`src/tms_pkg.sv`:
```
// ----------------------------------------------------------------------------
// tms_pkg: shared types and constants for the tape machine step unit
// Opcodes, tape geometry, stage record and pointer wrap helper.
// ----------------------------------------------------------------------------
package tms_pkg;

	localparam int TAPE_CELLS = 32768;
	localparam int CODE_DEPTH = 4096;
	localparam int PTR_W      = $clog2(TAPE_CELLS);
	localparam int POS_W      = 12;
	// working width for pointer arithmetic, covers 2*TAPE_CELLS and the 8-bit move
	localparam int MV_W       = ((PTR_W > 8) ? PTR_W : 8) + 2;

	typedef enum logic [2:0] {
		OP_MOVE  = 3'd0,
		OP_ADD   = 3'd1,
		OP_WRITE = 3'd2,
		OP_READ  = 3'd3,
		OP_JZ    = 3'd4,
		OP_JNZ   = 3'd5,
		OP_END   = 3'd6,
		OP_ABORT = 3'd7
	} op_t;

	// instruction as held in the execute stage
	typedef struct packed {
		op_t              op;
		logic [7:0]       amount;
		logic [7:0]       in_byte;
		logic             in_eof;
		logic [POS_W-1:0] jump_target;
		logic [PTR_W-1:0] idx;
		logic             active;   // not halted before this request
		logic             halted;   // halt flag after this request
	} item_t;

	typedef struct packed {
		logic             en;
		logic [PTR_W-1:0] addr;
		logic [7:0]       data;
	} tape_wr_t;

	typedef struct packed {
		logic [7:0]       out_byte;
		logic             out_valid;
		logic             jump_taken;
		logic [POS_W-1:0] next_position;
		logic             halted;
		logic             aborted;
	} res_t;

	// pointer + signed 8-bit move, modulo TAPE_CELLS
	function automatic logic [PTR_W-1:0] ptr_move(input logic [PTR_W-1:0] p,
		input logic [7:0] amt);
		logic [MV_W-1:0] m;
		logic [MV_W-1:0] step;
		logic [MV_W-1:0] sum;
		m = amt[7] ? (MV_W'(256) - MV_W'(amt)) : MV_W'(amt[6:0]);
		// magnitude is at most 128, TAPE_CELLS at least 16: eight steps suffice
		for (int i = 0; i < 8; i++) begin
			if (m >= MV_W'(TAPE_CELLS)) m = m - MV_W'(TAPE_CELLS);
		end
		step = amt[7] ? (MV_W'(TAPE_CELLS) - m) : m;
		sum = MV_W'(p) + step;
		if (sum >= MV_W'(TAPE_CELLS)) sum = sum - MV_W'(TAPE_CELLS);
		return sum[PTR_W-1:0];
	endfunction

	// jump target modulo code depth (code depth is a power of two)
	function automatic logic [POS_W-1:0] code_wrap(input logic [POS_W-1:0] t);
		return (CODE_DEPTH >= (1 << POS_W)) ? t : (t & POS_W'(CODE_DEPTH - 1));
	endfunction

endpackage

```
`src/tms_exec.sv`:
```
// ----------------------------------------------------------------------------
// tms_exec: instruction execute logic
// Computes the new cell value and the result for the staged request.
// ----------------------------------------------------------------------------
module tms_exec (
	input  tms_pkg::item_t    item,
	input  logic [7:0]        cur_byte,
	output tms_pkg::tape_wr_t wr,
	output tms_pkg::res_t     res
);

	logic zero;

	assign zero = (cur_byte == 8'h00);

	always_comb begin
		wr.en     = 1'b0;
		wr.addr   = item.idx;
		wr.data   = cur_byte;
		res       = '0;
		res.halted = item.halted;
		if (item.active) begin
			unique case (item.op)
				tms_pkg::OP_MOVE: ;
				tms_pkg::OP_ADD: begin
					wr.en   = 1'b1;
					wr.data = cur_byte + item.amount;
				end
				tms_pkg::OP_WRITE: begin
					res.out_byte  = cur_byte;
					res.out_valid = 1'b1;
				end
				tms_pkg::OP_READ: begin
					wr.en   = 1'b1;
					wr.data = item.in_eof ? 8'h00 : item.in_byte;
				end
				tms_pkg::OP_JZ, tms_pkg::OP_JNZ: begin
					if ((item.op == tms_pkg::OP_JZ) == zero) begin
						res.jump_taken    = 1'b1;
						res.next_position = tms_pkg::code_wrap(item.jump_target);
					end
				end
				tms_pkg::OP_END: ;
				tms_pkg::OP_ABORT: res.aborted = 1'b1;
				default: ;
			endcase
		end
	end

endmodule

```
`config.mk`:
```
export PLATFORM = sky130hd
export DESIGN_NAME = tms_exec
export DESIGN_NICKNAME = d
export VERILOG_FILES = /design/src/tms_pkg.sv /design/src/tms_exec.sv
export SDC_FILE = /design/constraint.sdc
export NUM_CORES = 1
export LEC_CHECK = 0
export ABC_CLOCK_PERIOD_IN_PS = 3440
export BUFFER_PORTS_ARGS = -buffer_cell sky130_fd_sc_hd__buf_2
export CAP_MARGIN = 20
export CORE_UTILIZATION = 31
export DETAILED_ROUTE_END_ITERATION = 8
export PLACE_DENSITY_LB_ADDON = 0.3
export SYNTH_ARGS = -nofsm -noshare
export SYNTH_HDL_FRONTEND = slang
export SYNTH_SLANG_ARGS = --single-unit
```
`constraint.sdc`:
```
create_clock -name vclk -period 3.44
set_clock_uncertainty 0.1 [all_clocks]
set_input_delay 1.032 -clock vclk [all_inputs]
set_output_delay 1.032 -clock vclk [all_outputs]
set_load 0.02 [all_outputs]
```
# --- Word level (Yosys, flattened, before mapping) ---
# Cells that the tools add are included.
# W data, S select, Z words.
classes:
  n_addsub: 1
  mul: 0
  n_div: 0
  n_lt_le_gt_ge: 0
  eq_ne: 7
  n_shift: 0
  n_mux: 11
  bitwise: 0
  n_reduce_logical: 3
op_table:
  columns: ["op", "count"]
  rows:
  - ["$mux W13", 2]
  - ["$mux W22", 1]
  - ["$mux W8", 2]
  - ["$pmux W8 S2", 1]
  - ["$eq A3 B3 Y1 const B", 3]
  - ["$mux W9", 1]
  - ["$add A8 B8 Y8", 1]
  - ["$logic_not A8 Y1", 1]
  - ["$eq A3 B2 Y1 const B", 2]
  - ["$mux W1", 4]
  - ["$reduce_or A2 Y1", 2]
  - ["$eq A3 B1 Y1 const B", 1]
  - ["$eq A1 B1 Y1", 1]
totals:
  reg_bits: 0
  latchBits: 0
  mem_bits_rw: 0
  mem_bits_ro: 0
  input_bits: 57
  out_inout_bits: 48
  wordCells: 22
  n_memories: 0

# --- Longest topological paths before layout ---
logic_depth:
  word_depth: 5
  ltp_mapped: 7
  ltp_nobuf: 7

# --- Worst setup path before layout ---
# OpenSTA, ideal clock, no wires.
synth_timing:
  path_type: "input to output"
  from: "input port item[38] (netlist bit)"
  to: "output port wr[6] (netlist bit)"
  arrival_ps: 2607
  required_time_ps: 2308
  setup_slack_ps: -299
  path_stages: 7
  n_path_buf: 0
  cell_sequence: "ha_1 -> fa_1 -> a21oi_1 -> o21ai_0 -> mux2i_1 -> a31o_2 -> a21oi_1"
synth_lines:
  columns: ["item", "line", "text"]
  rows:
  - ["start: declaration", "tms_exec.sv:6", "input tms_pkg::item_t item,"]
  - ["end: declaration", "tms_exec.sv:8", "output tms_pkg::tape_wr_t wr,"]

==> results by group <==
Critical path
  – Arrival time at the worst endpoint: 2580 ps
  – Startpoint-to-endpoint class of the critical path: in2out
  – Launch point of the critical path: cur_byte[0]
  – Critical path endpoint category: output pin
  – Required time at the endpoint of the critical path: around 2300 ps
  – Maximum fanout count along the critical path: 2
  – Kind of start point of the critical path: input pin

Synth
  – Post-synthesis sequential area ratio: 0
  – Top-area cell type share of the netlist area: 0.1420
  – Post-synthesis cell type with the largest combined area: sky130_fd_sc_hd__buf_4
  – Post-Synthesis Net Count: a little under 200
  – Synthesis warning total: 0
  – Most area-consuming cells after synthesis: sky130_fd_sc_hd__buf_4 (14%), sky130_fd_sc_hd__and2_2 (11%), sky130_fd_sc_hd__ha_1 (10%)
  – Syn Std Cell Area: 845.8 um^2
  – Cell count after synthesis: 128
  – Number of unique standard cell types used by synthesis: 38
  – Top-count cell post-synth: sky130_fd_sc_hd__buf_4
  – Mean post-synth cell area: between 6 and 7 um^2
  – Top cells by instance count after synthesis: sky130_fd_sc_hd__buf_4 (16), sky130_fd_sc_hd__and2_2 (12), sky130_fd_sc_hd__nor2_1 (12), sky130_fd_sc_hd__a21oi_1 (11), sky130_fd_sc_hd__nand2_1 (11)

Pwr
  – Logic gate share of total power: 1.000
  – Net switching power: 0.1032 mW
  – Leakage power: around 0.85 nW
  – Switching power as a share of total power: 0.4698
  – Clock group share of total power: 0
  – Relative contribution of sequential cells to total power: 0
  – Power per standard cell area: ~130 nW/um^2
  – Peak supply drop: 0.00009776 V
  – Internal cell power: ~0.12 mW

Routing
  – Avg Vias per Cell: between 5 and 6
  – Iteration-0 DRC count of the detailed router: 14
  – Wire per inst: between 10 and 15 um
  – Antenna Violating Nets Remaining: 0
  – Iteration count of the initial detailed-routing pass: 4
  – Number of vias in the routed layout: around 1200
  – Final wirelength: roughly 3300 um
  – Total DRC errors in the routed layout: 0

Outcome
  – Run status: finished with violations
  – Violated checks: setup timing

Cells and area
  – Filler-free cell count of the finished design: 241
  – Antenna diode count: 0
  – Fill count: 229
  – Fin nets: 278
  – Proportion of layout cells with a drive suffix above 1: 0.6540
  – Final-layout clock buffer total: 0
  – Layout-stage area growth over the synthesis result: 96.60%
  – Area of combinational cells with multiple inputs: approximately 850 um^2
  – Sequential cell area: 0 um^2
  – Sequential cell count: 0

GRT
  – Largest net degree at the start of global routing: 10
  – Wire length of the first global-routing pass: roughly 4500 um
  – Via count of the first global-routing pass: between 1000 and 1500
  – Combined global-route utilization of all metal layers: 0.2054
  – Number of antenna violations at the first check in global routing: 0
  – Residual overflow from global routing: 0

Place
  – Detailed-placement wirelength estimate: approximately 2400 um
  – # port buffers: 73
  – Placed Cells incl. Taps: 235
  – Weighted congestion at the end of routability-driven global placement: around 0.8

Floorplanning
  – Floorplan core area: roughly 2500 um^2
  – Number of core rows: 18
  – Vertical die dimension: 54.24 um
  – Overall die width: ~54 um
  – I/O Pins: between 100 and 150
  – Total Die Area: a little under 3000 um^2
  – Initial core utilization: 0.3353

Hold path
  – Hold Path Class: in2out
  – Hold depth: 0
  – Hold Path Origin: item[5]

STA
  – Remaining max-slew budget at the tightest pin: 0.8068
  – Max Fclk: 269.7 MHz
  – Final Worst Setup Slack: -268.4 ps
  – Transition time at the pin with the least slew margin: just under 300 ps
  – Post-Route Hold Slack: a little under 2000 ps
  – Final period utilization: 1.078
  – Final Hold Fails: 0
  – Setup repair after global routing missed its margin: true
  – Final Critical Period: between 3000 and 4000 ps
  – Final Slew Violations: 0
  – Total setup violations reported at the end of the flow: 18

Clocking
  – Post-CTS Hold Fix Bufs: 0

Run
  – Reported max-cap violation count: 0
layout make-up:
class                      instances  share of cell area
multi-input combinational        104              0.5094
timing repair buffer             103              0.4590
tap                               30             0.02257
inverter                           4            0.009029
timing repair:
item,in CTS,in global routing
resized for setup,61,23
cloned,1,0
endpoints found under the hold margin,0,0
pin swaps,21,11
endpoints found under the setup margin,18,18
buffers inserted,3,3
kinds of logic (layout without fill, tap and decap cells):
logic type      Yosys count  in the layout  share of synthesized area
mux                       3              3                    0.03698
xor+xnor                  2              2                    0.02071
buf+inv                  24            107                     0.1893
compound gates           31             31                     0.2278
fa+ha+maj                 8              8                     0.1272
simple gates             60             60                     0.3979
per-stage QoR:
step                        util  power (mW)  worst slack [ps]  area [um^2]  TNS [ps]
after floorplan                -      0.1176            -34.87        870.8    -54.60
after global placement    0.5188      0.1657            -276.9         1309     -2919
after detailed placement  0.5188      0.1676            -318.9         1309     -3234
after CTS                 0.6106      0.1932            -260.3         1540     -1264
after global routing      0.6592      0.2395            -314.9         1663     -3964
final                     0.6592      0.2196            -268.4         1663     -2646
layer usage:
metal,vias to the layer above,global-route usage,share of wire
li1,595,-,-
met1,545,0.2233,0.38
met2,74,0.4187,0.52
met3,10,0.01389,0.085
met4,0,0.04701,0.019
met5,-,0,0
power groups by stage:
stage | Combinational [mW] | Clock [mW] | Sequential, mW
floorplan | 0.118 | 0 | 0
finish | 0.220 | 0 | 0
detailed placement | 0.168 | 0 | 0
global placement | 0.166 | 0 | 0
CTS | 0.193 | 0 | 0
global route | 0.239 | 0 | 0
worst max-delay path: stages:
cell and delay [ps]:
sky130_fd_sc_hd__buf_8 100, sky130_fd_sc_hd__ha_4 160, sky130_fd_sc_hd__fa_2 350, sky130_fd_sc_hd__a21oi_2 180, sky130_fd_sc_hd__o21ai_2 90, sky130_fd_sc_hd__mux2i_1 120, sky130_fd_sc_hd__a31o_2 280, sky130_fd_sc_hd__a21oi_4 140
sky130_fd_sc_hd__buf_6 130
path summary, 6_finish.rpt:
check / endpoint / slack [ps]
worst min-delay path: wr[11] / 1960
worst max-delay path: wr[6] / -270
cells in the final DEF, fill, tap and decap left out, types with 3 or more instances in the layout:
cell	instances
sky130_fd_sc_hd__buf_4	26
sky130_fd_sc_hd__and2_1	7
sky130_fd_sc_hd__ha_4	5
sky130_fd_sc_hd__inv_1	4
sky130_fd_sc_hd__buf_2	49
sky130_fd_sc_hd__nor2b_1	3
sky130_fd_sc_hd__buf_6	26
sky130_fd_sc_hd__a21oi_1	8
sky130_fd_sc_hd__nand2_1	11
sky130_fd_sc_hd__and2_4	12
sky130_fd_sc_hd__o21ai_0	3
sky130_fd_sc_hd__nor2_1	12
Note: power is estimated with default switching activity, not from simulation.
