[config.mk]
export PLATFORM = sky130hd
export DESIGN_NAME = tms_front
export DESIGN_NICKNAME = d
export VERILOG_FILES = /design/src/tms_pkg.sv /design/src/tms_front.sv
export SDC_FILE = /design/constraint.sdc
export NUM_CORES = 1
export LEC_CHECK = 0
export ABC_AREA = 1
export BUFFER_PORTS_ARGS = -buffer_cell sky130_fd_sc_hd__buf_2
export CORE_ASPECT_RATIO = 1.75
export CORE_UTILIZATION = 55
export CTS_BUF_LIST = sky130_fd_sc_hd__clkbuf_16
export DETAILED_ROUTE_END_ITERATION = 10
export GPL_TIMING_DRIVEN = 0
export PLACE_DENSITY = 0.93
export SLEW_MARGIN = 20
export SYNTH_ARGS = -nofsm -noshare
export SYNTH_HDL_FRONTEND = slang
export SYNTH_SLANG_ARGS = --single-unit
[constraint.sdc]
create_clock -name clk -period 3.6 [get_ports clk]
set_input_delay 0.72 -clock clk [delete_from_list [all_inputs] [get_ports clk]]
set_output_delay 0.72 -clock clk [all_outputs]
set_load 0.03 [all_outputs]
[src/tms_pkg.sv]
// ----------------------------------------------------------------------------
// tms_pkg: shared types and constants for the tape machine step unit
// Opcodes, tape geometry, stage record and pointer wrap helper.
// ----------------------------------------------------------------------------
package tms_pkg;

	localparam int TAPE_CELLS = 32768;
	localparam int CODE_DEPTH = 4096;
	localparam int PTR_W      = $clog2(TAPE_CELLS);
	localparam int POS_W      = 12;
	// working width for pointer arithmetic, covers 2*TAPE_CELLS and the 8-bit move
	localparam int MV_W       = ((PTR_W > 8) ? PTR_W : 8) + 2;

	typedef enum logic [2:0] {
		OP_MOVE  = 3'd0,
		OP_ADD   = 3'd1,
		OP_WRITE = 3'd2,
		OP_READ  = 3'd3,
		OP_JZ    = 3'd4,
		OP_JNZ   = 3'd5,
		OP_END   = 3'd6,
		OP_ABORT = 3'd7
	} op_t;

	// instruction as held in the execute stage
	typedef struct packed {
		op_t              op;
		logic [7:0]       amount;
		logic [7:0]       in_byte;
		logic             in_eof;
		logic [POS_W-1:0] jump_target;
		logic [PTR_W-1:0] idx;
		logic             active;   // not halted before this request
		logic             halted;   // halt flag after this request
	} item_t;

	typedef struct packed {
		logic             en;
		logic [PTR_W-1:0] addr;
		logic [7:0]       data;
	} tape_wr_t;

	typedef struct packed {
		logic [7:0]       out_byte;
		logic             out_valid;
		logic             jump_taken;
		logic [POS_W-1:0] next_position;
		logic             halted;
		logic             aborted;
	} res_t;

	// pointer + signed 8-bit move, modulo TAPE_CELLS
	function automatic logic [PTR_W-1:0] ptr_move(input logic [PTR_W-1:0] p,
		input logic [7:0] amt);
		logic [MV_W-1:0] m;
		logic [MV_W-1:0] step;
		logic [MV_W-1:0] sum;
		m = amt[7] ? (MV_W'(256) - MV_W'(amt)) : MV_W'(amt[6:0]);
		// magnitude is at most 128, TAPE_CELLS at least 16: eight steps suffice
		for (int i = 0; i < 8; i++) begin
			if (m >= MV_W'(TAPE_CELLS)) m = m - MV_W'(TAPE_CELLS);
		end
		step = amt[7] ? (MV_W'(TAPE_CELLS) - m) : m;
		sum = MV_W'(p) + step;
		if (sum >= MV_W'(TAPE_CELLS)) sum = sum - MV_W'(TAPE_CELLS);
		return sum[PTR_W-1:0];
	endfunction

	// jump target modulo code depth (code depth is a power of two)
	function automatic logic [POS_W-1:0] code_wrap(input logic [POS_W-1:0] t);
		return (CODE_DEPTH >= (1 << POS_W)) ? t : (t & POS_W'(CODE_DEPTH - 1));
	endfunction

endpackage

[src/tms_front.sv]
// ----------------------------------------------------------------------------
// tms_front: pointer and halt tracking, input register of the execute stage
// Updates pointer and halt flag as each request is accepted.
// ----------------------------------------------------------------------------
module tms_front (
	input  logic                        clk,
	input  logic                        arst_n,
	input  logic                        accept,
	input  logic                        advance,
	input  tms_pkg::op_t                op,
	input  logic [7:0]                  amount,
	input  logic [7:0]                  in_byte,
	input  logic                        in_eof,
	input  logic [tms_pkg::POS_W-1:0]   jump_target,
	output logic [tms_pkg::PTR_W-1:0]   ptr,
	output logic                        valid_s1,
	output tms_pkg::item_t              item_s1
);

	logic [tms_pkg::PTR_W-1:0] ptr_q;
	logic                      halt_q;
	logic                      stop;

	assign ptr  = ptr_q;
	assign stop = (op == tms_pkg::OP_END) || (op == tms_pkg::OP_ABORT);

	always_ff @(posedge clk or negedge arst_n) begin
		if (!arst_n) begin
			ptr_q    <= '0;
			halt_q   <= 1'b0;
			valid_s1 <= 1'b0;
		end else begin
			if (accept) begin
				valid_s1 <= 1'b1;
				if (!halt_q && op == tms_pkg::OP_MOVE) ptr_q <= tms_pkg::ptr_move(ptr_q, amount);
				if (!halt_q && stop) halt_q <= 1'b1;
			end else if (advance) begin
				valid_s1 <= 1'b0;
			end
		end
	end

	always_ff @(posedge clk) begin
		if (accept) begin
			item_s1.op          <= op;
			item_s1.amount      <= amount;
			item_s1.in_byte     <= in_byte;
			item_s1.in_eof      <= in_eof;
			item_s1.jump_target <= jump_target;
			item_s1.idx         <= ptr_q;
			item_s1.active      <= !halt_q;
			item_s1.halted      <= halt_q || stop;
		end
	end

endmodule

Word-level counts from Yosys, hierarchy flattened
Cells that the tools add are included.
{"block": "word_totals", "regBits": 66, "input_bits": 36, "wordCells": 72}
{"block": "op_classes", "addsub": 12, "magnitude_cmp": 9, "eq_ne": 2, "mux": 29, "reduce_logical": 9}
{"op": "$mux W17", "n": 26}
{"op": "$ge A17 B16 Y1 const B", "n": 9}
{"op": "$sub A17 B16 Y17 const B", "n": 8}
{"op": "$add A15 B17 Y17", "n": 1}
{"op": "$sub A16 B17 Y17 const A", "n": 1}
{"op": "$mux W15", "n": 1}
{"op": "$sub A15 B1 Y15 const B", "n": 1}
{"op": "$sub A9 B8 Y10 const A", "n": 1}
{"op": "$eq A3 B3 Y1 const B", "n": 2}
{"op": "$reduce_and A2 Y1", "n": 2}
{"op": "$logic_not A3 Y1", "n": 1}
{"op": "$logic_and A1 B1 Y1", "n": 2}
{"op": "$logic_or A1 B1 Y1", "n": 2}
{"op": "$mux W1", "n": 2}
{"op": "$reduce_bool A2 Y1", "n": 1}
{"op": "$logic_not A1 Y1", "n": 1}

Logic depth before layout (Yosys ltp)
{"block": "depth", "ltp_word": 39, "mapped_depth": 23, "mapped_depth_nobuf": 23}

Worst setup path before layout
OpenSTA, ideal clock, no wires.
{"block": "synth_path", "path_kind": "input port to flip-flop", "from": "in amount[0]", "to": "reg ptr_q (netlist bit ptr[12])", "setup_ns": 0.117, "arrival_ns": 2.893, "path_slack_ns": 0.590, "cell_stages": 17, "n_path_buf": 0, "cell_sequence": "inv_1 > ha_1 > a21oi_1 > o21ai_0 > nor2_1 > nand2_1 > inv_1 > nand4_1 > or2_0 > a21oi_1 > ha_1 > a21o_1 > o21ai_0 > nand3_1 > or2_2 > nand3_1 > nand2_1"}
{"block": "synth_between", "elab_chain_len": 39, "word_cells_on_any_way": 48, "cone_classes": "add/sub (12); order compare (9); mux (27)"}
{"item": "start, declared", "line": "tms_front.sv:11", "source": "input logic [7:0] amount,"}
{"item": "$sub A9 B8 Y10", "line": "tms_pkg.sv:58", "source": "m = amt[7] ? (MV_W'(256) - MV_W'(amt)) : MV_W'(amt[6:0]);"}
{"item": "$mux W17 *", "line": "tms_pkg.sv:58"}
{"item": "$sub A17 B16 Y17 or $ge A17 B16 Y1 (tied branches)", "line": "tms_pkg.sv:61", "source": "if (m >= MV_W'(TAPE_CELLS)) m = m - MV_W'(TAPE_CELLS);"}
{"item": "$mux W17 *", "line": "tms_pkg.sv:61"}
{"item": "$mux W17 *", "line": "tms_front.sv:35", "source": "if (!halt_q && op == tms_pkg::OP_MOVE) ptr_q <= tms_pkg::ptr_move(ptr_q, amount);"}
{"item": "$mux W17 *", "line": "tms_front.sv:33", "source": "if (accept) begin"}
{"item": "$sub A17 B16 Y17 or $ge A17 B16 Y1 (tied branches)", "line": "tms_pkg.sv:61"}
{"item": "$mux W17 *", "line": "tms_pkg.sv:61"}
{"item": "(+23 left out)"}
{"item": "$mux W17 *", "line": "tms_pkg.sv:61"}
{"item": "$mux W17 *", "line": "tms_front.sv:35"}
{"item": "$mux W17 *", "line": "tms_front.sv:33"}
{"item": "$sub A16 B17 Y17", "line": "tms_pkg.sv:63", "source": "step = amt[7] ? (MV_W'(TAPE_CELLS) - m) : m;"}
{"item": "$mux W17 *", "line": "tms_pkg.sv:63"}
{"item": "$add A15 B17 Y17 *", "line": "tms_pkg.sv:64", "source": "sum = MV_W'(p) + step;"}
{"item": "$sub A15 B1 Y15 or $ge A17 B16 Y1 (tied branches)", "line": "tms_pkg.sv:65", "source": "if (sum >= MV_W'(TAPE_CELLS)) sum = sum - MV_W'(TAPE_CELLS);"}
{"item": "$mux W15 *", "line": "tms_pkg.sv:65"}
{"item": "end signal, assigned", "line": "tms_front.sv:35"}
{"item": "end, declared", "line": "tms_front.sv:20", "source": "logic [tms_pkg::PTR_W-1:0] ptr_q;"}
Every way passes the cells marked *; elsewhere a longest branch is shown, timed or not. The select of a mux whose other input is x is not followed.
A chain may end at the register's enable or synchronous reset.

Worst setup path in the final report
{"block": "layout_path", "from": "in amount[0]", "to": "reg ptr_q (netlist bit ptr[14])"}
The elaborated chain is that of the path after synthesis.

==> results.sh <==
export IMPL_critical_path_slowest_cell="ha_1"
export IMPL_final_antenna_net_count=0
export IMPL_period_minus_slack_ps=3290
export IMPL_ir_drop_mv=0.210
export IMPL_outcome="finished, final reports clean"
export IMPL_via_per_inst=5.47
export IMPL_critical_path_arrival_ps=3510
export IMPL_antenna_found_initial=0
export IMPL_finalClockSkew_ps=4.29
export IMPL_post_cts_buffers=0
export IMPL_rows=36
export IMPL_fin_tns_setup_ps=0
export IMPL_crit_top_cell="nand2_1"
export IMPL_pwr_density_cell_mw_per_mm2=474
export IMPL_cts_sinks=66
export IMPL_cts_tree="yes"
export IMPL_io_buffers=100
export IMPL_ys_seq_area_frac=0.605
export IMPL_end_kind="flip-flop"
export IMPL_startpoint_type="input port"
export IMPL_htree_levels=3
export IMPL_drtPass1Iterations=4
export IMPL_crit_start="amount[0]"
export IMPL_start_util=0.566
export IMPL_synth_area_mm2=0.00314
export IMPL_postSynthCellCount=290
export IMPL_rsz0062_at_grt="no"
export IMPL_place_area_mm2=0.00373
export IMPL_syn_nets=342
export IMPL_first_global_vias=2670
export IMPL_slew_violations=0
export IMPL_yosys_area_top_type_share=0.469
export IMPL_layout_cells_non_filler=481
export IMPL_grt_max_degree=51
export IMPL_cap_violations=0
export IMPL_drtIter0Drc=103
export IMPL_dieArea_mm2=0.00602
export IMPL_cts_buffers=9
export IMPL_vias=2632
export IMPL_synth_area_leaders="edfxtp_1 (47%), dfrtp_1 (14%), nand2_1 (8.1%), ha_1 (6.0%), inv_1 (3.6%)"
export IMPL_final_core_util=0.720
export IMPL_fmax_ghz=0.304
export IMPL_worstPathCellList="buf_2, inv_1, ha_2, a21oi_1, o21ai_0, nor2_1, nand2_1, inv_1, nand4_1, or2_0, a21oi_1, ha_1, a21o_1, nand2_1, nand2_1, a21oi_1, nand2_1, nand3_2, nand3_1, nand2_1, nand2_1"
export IMPL_post_drt_wl_per_cell_um=16.1
export IMPL_dp_cells=466
export IMPL_drc_errors=0
export IMPL_cts_root_buffer="clkbuf_16"
export IMPL_antenna_cells=0
export IMPL_drt_total_wl_mm=7.75
export IMPL_pin_count=101
export IMPL_grt_pass1_wl_mm=12.1
export IMPL_die_w_um=59.1
export IMPL_hold_path_class="input port to async pin"
export IMPL_hold_slack_ps=318
export IMPL_required_ps=3820
export IMPL_fin_area_mm2=0.00399
export IMPL_r2r_start="ptr[0]"
export IMPL_yosysTopAreaCell="edfxtp_1"
export IMPL_tightest_slew_ps=1050
export IMPL_ctsHoldBuffers=0
export IMPL_synth_cell_types=34
export IMPL_slowest_delay_ps=290
export IMPL_clk_transition_reported_paths_ps=50
export IMPL_gr_total_overflow=0
export IMPL_clk_latency_ps=330
export IMPL_hpwl_mm=5.39
export IMPL_setup_viol_count_final=0
export IMPL_layout_drive_gt1_share=0.326
export IMPL_yosys_warnings=0
export IMPL_clockBufferDepth=2
export IMPL_cp_max_fo=4
export IMPL_fin_crit_sh=0.913
export IMPL_die_h_um=102
export IMPL_place_congestion=0.887
export IMPL_hold_viol=0
export IMPL_coreArea_mm2=0.00554
export IMPL_leakagePower_uw=0.00201
export IMPL_synth_seq_cells=66
export IMPL_layout_nets=453
export IMPL_synth_avg_cell_area_um2=10.8
export IMPL_area_growth_pct=27.3
export IMPL_track_usage=0.278
export IMPL_critPathKind="input port to flip-flop"
export IMPL_slew_headroom=0.299
[metrics by stage]
step	setup slack, ps	total power (uW)
2_1_floorplan	590	1060
3_3_place_gp	157	1140
3_5_place_dp	20.9	1150
4_1_cts	301	1890
5_1_grt	36.2	1950
6_report	312	1890
[cell families after synthesis]
family	synth area share
xor+xnor	0.0251
fa+ha+maj	0.0662
flops	0.605
simple gates	0.176
buf+inv	0.0511
compound gates	0.0770
[where the power goes]
part | internal, uW | leakage (uW) | switching (uW)
clock | 449 | 0.000129 | 294
sequential | 864 | 0.000721 | 12.4
combinational | 78.9 | 0.00116 | 193
total | 1390 | 0.00201 | 499
[cells in the final DEF, fill, tap and decap left out, types with 3 or more instances in the layout]
master and count:
nand4_1 5, xnor2_1 6, nand2_1 68, nand3_1 18
o21ai_2 7, a21oi_1 16, nand3_2 3, edfxtp_1 49
xor2_1 3, ha_1 14, clkbuf_16 9, dfrtp_1 17
clkbuf_1 3, nor2_1 18, inv_1 32, buf_2 100
o21ai_0 10
[flip-flops by register name, summed over array words and instances (netlist names)]
register / flops
ptr: 15
item_s1: 49
valid_s1: 1
halt_q: 1
[metal layers]
layer,global-route usage,part of all wire,up-vias
met2,0.496,0.54,149
met3,0.0620,0.065,43
met1,0.280,0.33,1224
li1,-,-,1216
met5,0,0,-
met4,0.190,0.060,0
[synth_stat cells (all sizes together)]
cell	instances
nand2	70
edfxtp	49
inv	31
nand3	21
nor2	19
dfrtp	17
o21ai	17
a21oi	16
ha	15
xnor2	6
nand4	5
buf	3
clkbuf	3
nor3	3
xor2	3
a21o	2
or2	2
a31oi	1
fa	1
nand3b	1
o21a	1
o21bai	1
o22ai	1
o31ai	1
or3	1
[cell type report]
class	instances	area, um2
buffer	6	41.3
tap	76	95.1
clock inverter	6	27.5
timing repair buffer	100	500
multi-input combinational	187	1090
clock buffer	9	225
fill	346	1550
sequential	66	1900
inverter	31	119
[worst max-delay path: cells and delay by family]
kind / cells / cell delay, ps
buf+inv: 3 / 330
compound gates: 5 / 760
simple gates: 11 / 1180
fa+ha+maj: 2 / 510
[what timing repair did]
| action | in CTS | in global routing |
|---|---|---|
| resized for setup | 0 | 2 |
| endpoints found under the hold margin | 0 | 0 |
| endpoints found under the setup margin | 0 | 1 |
[path summary, 6_finish.rpt]
| path | endpoint | slack (ps) | cells past startpoint |
|---|---|---|---|
| min in group clk | item_s1[8] | 510 | 0 |
| min reg2reg | item_s1[8] | 510 | 0 |
| max | ptr[14] | 310 | 21 |
| max reg2reg | ptr[14] | 1420 | 12 |
| max in group asynchronous | ptr[1] | 2990 | 1 |
| min | ptr[13] | 320 | 1 |
Power figures use the tool's default switching activity.
